[src/hw/rtl/prrs_pkg.sv]
// ----------------------------------------------------------------------------
// prrs_pkg
// Shared types and constants of the prefix route RTT smoother: word formats,
// table entry layout, controller states and the controller/datapath link.
// ----------------------------------------------------------------------------
package prrs_pkg;

    // rtt arithmetic
    localparam int unsigned RTT_W         = 37;
    localparam logic [19:0] US_PER_SECOND = 20'd1000000;
    localparam logic [19:0] US_MAX        = 20'd999999;
    localparam logic [15:0] SEC_MAX       = 16'hFFFF;
    // 65536 s in microseconds, first value whose seconds do not fit 16 bits
    localparam logic [RTT_W-1:0] SAT_LIMIT = 37'd65536000000;
    // one second is 64 * 15625 us; rtt >> 6 is divided by 15625
    localparam logic [13:0] US_PER_SECOND_ODD = 14'd15625;
    // ceil(2^44 / 15625), exact quotient for dividends below 2^30
    localparam logic [30:0] SEC_RECIP       = 31'd1125899907;
    localparam int unsigned SEC_RECIP_SHIFT = 44;

    // prefix lengths
    localparam logic [5:0] FULL_PREFIX  = 6'd32;
    localparam logic [5:0] RESET_PREFIX = 6'd24;

    // register index on the configuration port
    localparam logic REG_NEW_ENTRY_PREFIX = 1'b0;

    // input word
    typedef struct packed {
        logic [31:0] dest_address;
        logic [15:0] sample_seconds;
        logic [19:0] sample_microseconds;
    } t_in_word;

    // output word
    typedef struct packed {
        logic        matched;
        logic [3:0]  entry_slot;
        logic        table_full;
        logic [15:0] smoothed_seconds;
        logic [19:0] smoothed_microseconds;
    } t_out_word;

    // one route table entry
    typedef struct packed {
        logic [31:0]      address;
        logic [5:0]       prefix;
        logic [RTT_W-1:0] rtt_us;
    } t_entry;

    // controller states
    typedef enum logic [2:0] {
        S_IDLE,
        S_PREP,
        S_CMP,
        S_UPDATE,
        S_INSERT,
        S_DIV,
        S_DONE
    } t_state;

    // controller to datapath
    typedef struct packed {
        logic load_in;
        logic calc_sample;
        logic step_idx;
        logic update;
        logic insert;
        logic set_full;
        logic div_step;
        logic load_out;
    } t_ctrl_cmd;

    // datapath to controller
    typedef struct packed {
        logic empty;
        logic full;
        logic hit;
        logic idx_zero;
        logic div_last;
        logic out_free;
    } t_dp_status;

endpackage

[src/hw/rtl/prrs_ctrl.sv]
// ----------------------------------------------------------------------------
// prrs_ctrl
// Sequencer of the smoother: walks the table newest to oldest, picks update,
// insert or drop, runs the divider and hands the result word out.
// ----------------------------------------------------------------------------
module prrs_ctrl
    import prrs_pkg::*;
(
    input  logic       i_clk,
    input  logic       i_rst_n,
    input  logic       i_in_valid,
    output logic       o_in_stall,
    input  t_dp_status i_status,
    output t_ctrl_cmd  o_cmd
);

    t_state r_state;
    t_state n_state;
    logic   w_accept;

    assign o_in_stall = (r_state != S_IDLE);
    assign w_accept   = i_in_valid && (r_state == S_IDLE);

    // state register
    always_ff @(posedge i_clk) begin
        if (!i_rst_n) begin
            r_state <= S_IDLE;
        end else begin
            r_state <= n_state;
        end
    end

    // next state
    always_comb begin
        n_state = r_state;
        unique case (r_state)
            S_IDLE: begin
                if (i_in_valid) begin
                    n_state = S_PREP;
                end
            end
            S_PREP: begin
                n_state = i_status.empty ? S_INSERT : S_CMP;
            end
            S_CMP: begin
                priority if (i_status.hit) begin
                    n_state = S_UPDATE;
                end else if (i_status.idx_zero) begin
                    n_state = i_status.full ? S_DONE : S_INSERT;
                end else begin
                    n_state = S_CMP;
                end
            end
            S_UPDATE: n_state = S_DIV;
            S_INSERT: n_state = S_DIV;
            S_DIV: begin
                if (i_status.div_last) begin
                    n_state = S_DONE;
                end
            end
            S_DONE: begin
                if (i_status.out_free) begin
                    n_state = S_IDLE;
                end
            end
            default: n_state = S_IDLE;
        endcase
    end

    // commands
    always_comb begin
        o_cmd = '0;
        unique case (r_state)
            S_IDLE:   o_cmd.load_in     = w_accept;
            S_PREP:   o_cmd.calc_sample = 1'b1;
            S_CMP: begin
                o_cmd.step_idx = !i_status.hit && !i_status.idx_zero;
                o_cmd.set_full = !i_status.hit && i_status.idx_zero && i_status.full;
            end
            S_UPDATE: o_cmd.update      = 1'b1;
            S_INSERT: o_cmd.insert      = 1'b1;
            S_DIV:    o_cmd.div_step    = 1'b1;
            S_DONE:   o_cmd.load_out    = i_status.out_free;
            default:  o_cmd             = '0;
        endcase
    end

endmodule

[src/hw/rtl/prrs_dp.sv]
// ----------------------------------------------------------------------------
// prrs_dp
// Datapath of the smoother: route table memory, prefix compare, rtt averaging,
// reciprocal split into seconds and the output register.
// ----------------------------------------------------------------------------
module prrs_dp
    import prrs_pkg::*;
#(
    parameter int TABLE_ENTRIES = 16
) (
    input  logic       i_clk,
    input  logic       i_rst_n,
    input  t_ctrl_cmd  i_cmd,
    output t_dp_status o_status,
    input  t_in_word   i_in_word,
    input  logic [5:0] i_new_prefix,
    output logic       o_out_valid,
    input  logic       i_out_stall,
    output t_out_word  o_out_word
);

    localparam int SLOT_W = $clog2(TABLE_ENTRIES);
    localparam int CNT_W  = $clog2(TABLE_ENTRIES + 1);

    // route table
    t_entry r_mem [TABLE_ENTRIES];
    t_entry r_rd_data;

    t_in_word          r_in;
    logic [RTT_W-1:0]  r_sample;
    logic [CNT_W-1:0]  r_filled;
    logic [SLOT_W-1:0] r_idx;
    logic [SLOT_W-1:0] n_idx;
    logic              r_matched;
    logic              r_full;
    logic [RTT_W-1:0]  r_rtt;
    logic [15:0]       r_quo;
    logic [13:0]       r_rem6;
    logic              r_div_phase;
    logic              r_out_valid;
    t_out_word         r_out_word;

    logic [CNT_W-1:0]  w_filled_m1;
    logic [SLOT_W-1:0] w_ins_slot;
    logic [31:0]       w_mask;
    logic [5:0]        w_shift;
    logic              w_hit;
    logic [RTT_W-1:0]  w_avg;
    logic [5:0]        w_new_prefix;
    logic [59:0]       w_prod;
    logic [15:0]       w_quo;
    logic [13:0]       w_qd;
    logic [13:0]       w_rem6;
    logic              w_sat;
    logic [SLOT_W+3:0] w_slot_ext;
    t_out_word         w_out_word;

    assign w_filled_m1 = r_filled - CNT_W'(1);
    assign w_ins_slot  = r_filled[SLOT_W-1:0];

    // slot index, the memory reads the entry it will point to
    always_comb begin
        priority if (i_cmd.load_in) begin
            n_idx = w_filled_m1[SLOT_W-1:0];
        end else if (i_cmd.step_idx) begin
            n_idx = r_idx - SLOT_W'(1);
        end else if (i_cmd.insert) begin
            n_idx = w_ins_slot;
        end else begin
            n_idx = r_idx;
        end
    end

    // prefix compare against the entry at r_idx
    assign w_shift = FULL_PREFIX - r_rd_data.prefix;
    assign w_mask  = (r_rd_data.prefix == 6'd0) ? 32'd0 : (32'hFFFF_FFFF << w_shift[4:0]);
    assign w_hit   = (((r_rd_data.address ^ r_in.dest_address) & w_mask) == 32'd0);

    // mean of sample and stored rtt
    assign w_avg = (r_sample >> 1) + (r_rd_data.rtt_us >> 1);

    assign w_new_prefix = (i_new_prefix > FULL_PREFIX) ? FULL_PREFIX : i_new_prefix;

    // seconds split: quotient by reciprocal, then remainder of rtt >> 6
    assign w_prod = 60'(r_rtt[RTT_W-1:6]) * 60'(SEC_RECIP);
    assign w_quo  = w_prod[SEC_RECIP_SHIFT +: 16];
    assign w_qd   = 14'(r_quo * US_PER_SECOND_ODD);
    assign w_rem6 = r_rtt[19:6] - w_qd;
    assign w_sat  = (r_rtt >= SAT_LIMIT);

    // table memory
    always_ff @(posedge i_clk) begin
        if (i_cmd.update) begin
            r_mem[r_idx] <= '{address: r_rd_data.address, prefix: r_rd_data.prefix,
                              rtt_us: w_avg};
        end else if (i_cmd.insert) begin
            r_mem[w_ins_slot] <= '{address: r_in.dest_address, prefix: w_new_prefix,
                                   rtt_us: r_sample};
        end
        r_rd_data <= r_mem[n_idx];
    end

    // fill count
    always_ff @(posedge i_clk) begin
        if (!i_rst_n) begin
            r_filled <= '0;
        end else if (i_cmd.insert) begin
            r_filled <= r_filled + CNT_W'(1);
        end
    end

    // item registers and seconds split
    always_ff @(posedge i_clk) begin
        r_idx <= n_idx;
        if (i_cmd.load_in) begin
            r_in <= i_in_word;
        end
        if (i_cmd.calc_sample) begin
            r_sample <= RTT_W'(r_in.sample_seconds) * RTT_W'(US_PER_SECOND)
                      + RTT_W'(r_in.sample_microseconds);
        end
        if (i_cmd.update) begin
            r_matched <= 1'b1;
            r_full    <= 1'b0;
            r_rtt     <= w_avg;
        end else if (i_cmd.insert) begin
            r_matched <= 1'b0;
            r_full    <= 1'b0;
            r_rtt     <= r_sample;
        end else if (i_cmd.set_full) begin
            r_matched <= 1'b0;
            r_full    <= 1'b1;
        end
        if (i_cmd.update || i_cmd.insert) begin
            r_div_phase <= 1'b0;
        end else if (i_cmd.div_step) begin
            if (!r_div_phase) begin
                r_quo <= w_quo;
            end else begin
                r_rem6 <= w_rem6;
            end
            r_div_phase <= 1'b1;
        end
    end

    // result word
    assign w_slot_ext = {4'b0000, r_idx};
    always_comb begin
        w_out_word = '0;
        if (r_full) begin
            w_out_word.table_full = 1'b1;
        end else begin
            w_out_word.matched               = r_matched;
            w_out_word.entry_slot            = w_slot_ext[3:0];
            w_out_word.smoothed_seconds      = w_sat ? SEC_MAX : r_quo;
            w_out_word.smoothed_microseconds = w_sat ? US_MAX : {r_rem6, r_rtt[5:0]};
        end
    end

    // output register
    always_ff @(posedge i_clk) begin
        if (!i_rst_n) begin
            r_out_valid <= 1'b0;
        end else if (i_cmd.load_out) begin
            r_out_valid <= 1'b1;
        end else if (!i_out_stall) begin
            r_out_valid <= 1'b0;
        end
        if (i_cmd.load_out) begin
            r_out_word <= w_out_word;
        end
    end

    assign o_out_valid = r_out_valid;
    assign o_out_word  = r_out_word;

    // status
    assign o_status.empty    = (r_filled == '0);
    assign o_status.full     = (r_filled == CNT_W'(TABLE_ENTRIES));
    assign o_status.hit      = w_hit;
    assign o_status.idx_zero = (r_idx == '0);
    assign o_status.div_last = r_div_phase;
    assign o_status.out_free = !r_out_valid || !i_out_stall;

endmodule

[src/hw/rtl/prefix_route_rtt_smoother.sv]
// ----------------------------------------------------------------------------
// prefix_route_rtt_smoother
// Route table that smooths round trip times per destination prefix, with a
// configuration register for the prefix length of new entries.
// ----------------------------------------------------------------------------
//  channel  | signals                              | word
//  ---------+--------------------------------------+-------------------------
//  input    | i_in_valid, o_in_stall, i_in_word    | address and rtt sample
//  output   | o_out_valid, i_out_stall, o_out_word | slot, flags, smoothed rtt
//  config   | psel, penable, pwrite, paddr, pwdata | new_entry_prefix at 0
//
//  an item steps through accept, sample, search (one table entry compared per
//  cycle, at most TABLE_ENTRIES), table write, the split into seconds
//  (quotient, then remainder) and result; a drop skips the write and split
//  reset clears the fill count, so no clearing pass over the table
//  a new word is taken while the previous result waits in the output register
// ----------------------------------------------------------------------------
module prefix_route_rtt_smoother
    import prrs_pkg::*;
#(
    parameter int TABLE_ENTRIES = 16
) (
    input  logic        i_clk,
    input  logic        i_rst_n,
    input  logic        i_in_valid,
    output logic        o_in_stall,
    input  t_in_word    i_in_word,
    output logic        o_out_valid,
    input  logic        i_out_stall,
    output t_out_word   o_out_word,
    input  logic        psel,
    input  logic        penable,
    input  logic        pwrite,
    input  logic [2:0]  paddr,
    input  logic [31:0] pwdata,
    output logic [31:0] prdata,
    output logic        pready
);

    logic [5:0] r_new_prefix;
    logic       w_cfg_write;
    t_ctrl_cmd  w_cmd;
    t_dp_status w_status;

    // configuration register
    assign pready      = 1'b1;
    assign w_cfg_write = psel && penable && pwrite;

    always_ff @(posedge i_clk) begin
        if (!i_rst_n) begin
            r_new_prefix <= RESET_PREFIX;
        end else if (w_cfg_write && (paddr[2] == REG_NEW_ENTRY_PREFIX)) begin
            r_new_prefix <= pwdata[5:0];
        end
    end

    assign prdata = (paddr[2] == REG_NEW_ENTRY_PREFIX) ? {26'd0, r_new_prefix} : 32'd0;

    // sequencer
    prrs_ctrl u_ctrl (
        .i_clk      (i_clk),
        .i_rst_n    (i_rst_n),
        .i_in_valid (i_in_valid),
        .o_in_stall (o_in_stall),
        .i_status   (w_status),
        .o_cmd      (w_cmd)
    );

    // datapath
    prrs_dp #(
        .TABLE_ENTRIES (TABLE_ENTRIES)
    ) u_dp (
        .i_clk        (i_clk),
        .i_rst_n      (i_rst_n),
        .i_cmd        (w_cmd),
        .o_status     (w_status),
        .i_in_word    (i_in_word),
        .i_new_prefix (r_new_prefix),
        .o_out_valid  (o_out_valid),
        .i_out_stall  (i_out_stall),
        .o_out_word   (o_out_word)
    );

endmodule

[config.mk]
export PLATFORM = sky130hd
export DESIGN_NAME = prefix_route_rtt_smoother
export DESIGN_NICKNAME = d
export VERILOG_FILES = /design/src/hw/rtl/prrs_pkg.sv /design/src/hw/rtl/prrs_ctrl.sv /design/src/hw/rtl/prrs_dp.sv /design/src/hw/rtl/prefix_route_rtt_smoother.sv
export SDC_FILE = /design/constraint.sdc
export NUM_CORES = 2
export LEC_CHECK = 0
export BUFFER_PORTS_ARGS = -buffer_cell sky130_fd_sc_hd__buf_2
export CAP_MARGIN = 15
export CORE_MARGIN = 2
export CORE_UTILIZATION = 60
export DETAILED_ROUTE_END_ITERATION = 6
export PLACE_DENSITY = 0.77
export SYNTH_ARGS = -nofsm -noshare
export SYNTH_HDL_FRONTEND = slang
export SYNTH_SLANG_ARGS = --single-unit
[constraint.sdc]
create_clock -name i_clk -period 14.25 [get_ports i_clk]
set_input_delay 2.1375 -clock i_clk [delete_from_list [all_inputs] [get_ports i_clk]]
set_output_delay 2.1375 -clock i_clk [all_outputs]
set_load 0.02 [all_outputs]
==> summary.md <==
| Metric | Value |
|---|---|
| Worst path top cell family by delay | `adder cells` |
| Net count reported at finish | `7767` |
| Rel. slew slack | `16.73%` |
| Max cap viols | `0` |
| # clock sinks | `1494` |
| R2R Setup Slk | `5760 ps` |
| Vias post-DR | `52200` |
| Placed Cells incl. Taps | `8235` |
| Fill count | `9313` |
| Max-slew violation count | `0` |
| Routed vias/inst | `6.131` |
| Post-cts sizing count | `0` |
| Max clock buf depth | `3` |
| Tcrit/Tclk final | `59.57%` |
| Vias in the first global route | `51780` |
| Hold WS | `425.4 ps` |
| Total CTS buffers | `148` |
| Worst skew pair latency | `800 ps` |
| Clk_skew | `45.92 ps` |
| Status | `complete, no violations` |
| Syn_area_per_cell | `12.49 sq um` |
| Area grow syn2layout | `9.441%` |
| Initial antenna violation count | `4` |
| Number of cells on the critical path | `26` |
| Final Routed Wirelength | `205.2 mm` |
| Port bufs | `131` |
| Initial Utilization | `60.58%` |
| Startpoint types | `register` |
| DRC violations left | `0` |
| Crit Path Class | `register to register` |
| Worst-Margin Slew | `1249 ps` |
| Final setup vio count | `0` |
| Min cycle time layout | `8489 ps` |
| Clk slew on worst S/H paths | `60 ps` |
| Most frequent cells in the layout | `1398 x edfxtp_1, 1240 x nand2_1, 647 x inv_1` |
| CP endpoint kind | `register` |
| Post-synthesis cell count | `6483` |
| Worst EP arrival | `9020 ps` |
| H-tree Lvls | `4` |
| Synth Warn # | `0` |
| Fmax | `117.8 MHz` |
| Total die area | `137900 sq um` |
| Core area | `133600 sq um` |
| FF/Latch Area | `43900 sq um` |
| Most common cell after layout, fill and taps aside | `edfxtp_1` |
| Setup TNS | `0 ps` |
| Hold path cells | `0` |
| Synth Register Bits | `1494` |
| Primary FF master, synth | `edfxtp_1` |
| Class of the worst hold path | `register to register` |
| Hold_buf cts | `0` |
| Maximum fanout along the worst path | `7` |
| Post-synthesis sequential area ratio | `54.24%` |
| Post-DP HPWL | `125.6 mm` |
| Post-Syn Area | `80950 sq um` |
| Fraction of layout cells with a size suffix above 1 | `8.395%` |
| Global-route wire length before repair | `308.0 mm` |
| Largest net degree at the start of global routing | `187` |
| Count of non-filler cells in the finished layout | `8514` |
| Largest stage delay on the critical path | `670 ps` |
| TritonCTS clock tree | `done` |
| Drt initial violations | `5893` |
| # Post-CTS Setup Buffers | `0` |
| Final ANT Viol Nets | `0` |
| Cell mode on critical path | `fa_1` |
| DRT Pass-1 Iters | `7` |
| Die height | `371.3 um` |
| Netlist cell types | `81` |
| Reg2Reg Depth | `26` |
| Global route total overflow | `0` |
| EDFF count, synth | `1398` |
| CP max stage cell | `edfxtp_1` |
| DIE WIDTH | `371.3 um` |
| Worst Path Required | `14780 ps` |
| Num ports | `187` |
| RSZ-0062 raised after global routing | `no` |
| Buf/Inv on CP | `6` |
| Row Count | `134` |
| Area occupied by multi-input gates | `33550 sq um` |
| GRT Overall Usage | `29.90%` |
| Placer congestion estimate | `0.9416` |
| Hold Vio Cnt, Final | `0` |
| Ys async rst share | `0%` |
| Wire per inst | `24.11 um` |
| Clock root buffer | `clkbuf_16` |
## cell families after synthesis
logic type / count (synthesis) / share of synthesized area, %
xor gates and xnor gates: 197 / 2.141
buffers and inverters: 935 / 4.721
adders and majority gates: 1041 / 20.09
other: 2 / 0.009278
DFF: 1494 / 54.24
muxes: 173 / 2.697
and+or+nand+nor: 1972 / 10.66
AOI/OAI and AO/OA: 669 / 5.439
## worst paths after layout
kind	from	to
min	u_dp.r_in[0]	u_dp.r_sample[0]
max	u_dp.r_rtt[23]	u_dp.r_quo[14]
max reg2reg	u_dp.r_rtt[23]	u_dp.r_quo[14]
min reg2reg	u_dp.r_in[0]	u_dp.r_sample[0]
## sequential cells by signal, summed over array words and instances (netlist names)
register,cells
u_dp.o_out_word,42
u_dp.r_rem6,14
u_dp.r_in,68
u_dp.r_quo,16
u_dp.r_mem,1184
u_dp.r_rd_data,74
r_new_prefix,6
u_ctrl.r_state,3
u_dp.r_sample,37
u_dp.r_div_phase,1
u_dp.r_rtt,37
u_dp.r_full,1
u_dp.r_filled,5
u_dp.o_out_valid,1
u_dp.r_idx,4
u_dp.r_matched,1
## layer usage
metal  GRT usage, %  share of wire [%]
met2          48.09                 47
met3          5.380                 10
met5              0                  0
met1          40.48                 38
met4          12.34                4.2
## worst reg2reg max path, stage by stage, from the launching register on
cell and delay, ps:
edfxtp_1 670, inv_1 370, ha_1 370, inv_1 350
fa_1 490, inv_1 70, fa_1 450, fa_1 530
inv_1 60, fa_1 560, fa_1 440, fa_1 520
inv_1 60, fa_1 500, inv_1 50, ha_1 310
nand4_1 100, nor3_1 70, nand3_1 140, nor4_1 60
a2bb2oi_1 370, o221ai_1 410, o311a_1 430, a41o_1 300
a211o_1 310, a21oi_1 190, xnor2_1 80
## Yosys cell counts, drive strengths merged (10+ instances only)
master	count	area, sq um
edfxtp	1398	41980
nand2	1243	4666
inv	651	2444
ha	608	7607
fa	432	8648
nand4	215	1345
a21oi	176	880.8
nand3	161	805.8
buf	158	904.6
o21ai	137	685.7
mux2i	136	1361
nor2	135	506.7
clkbuf	126	473.0
xnor2	119	1042
dfxtp	96	1922
nor3	91	455.4
xor2	78	690.7
o2111ai	71	621.9
o22ai	71	444.2
a21o	59	442.9
mux4	36	810.8
nor2b	28	175.2
a22oi	27	202.7
and2	18	112.6
a31oi	17	142.6
or2	16	100.1
nand2b	15	93.84
a21boi	14	105.1
and3	14	87.58
o21a	14	105.1
a211oi	10	75.07
## layout make-up
type / count / area share (%)
flip-flops and latches: 1494 / 49.56
inverters: 651 / 2.777
multi-input cells: 4079 / 37.87
clock buffers: 199 / 4.546
clock inverters: 76 / 1.020
well taps: 1768 / 2.497
repair buffers: 243 / 1.717
diodes: 4 / 0.01130
## through the flow
stage | instance area [sq um] | setup slack [ps] | utilization [%]
after floorplan | 81040 | 7121 | -
after global placement | 83650 | 5888 | 62.60
after detailed placement | 83650 | 5791 | 62.60
after CTS | 88580 | 5790 | 66.29
after global routing | 88580 | 5410 | 66.29
final | 88590 | 5761 | 66.30
Power is not shown: default switching activity piles up to over one toggle a cycle in this logic, so the estimate is an artifact.
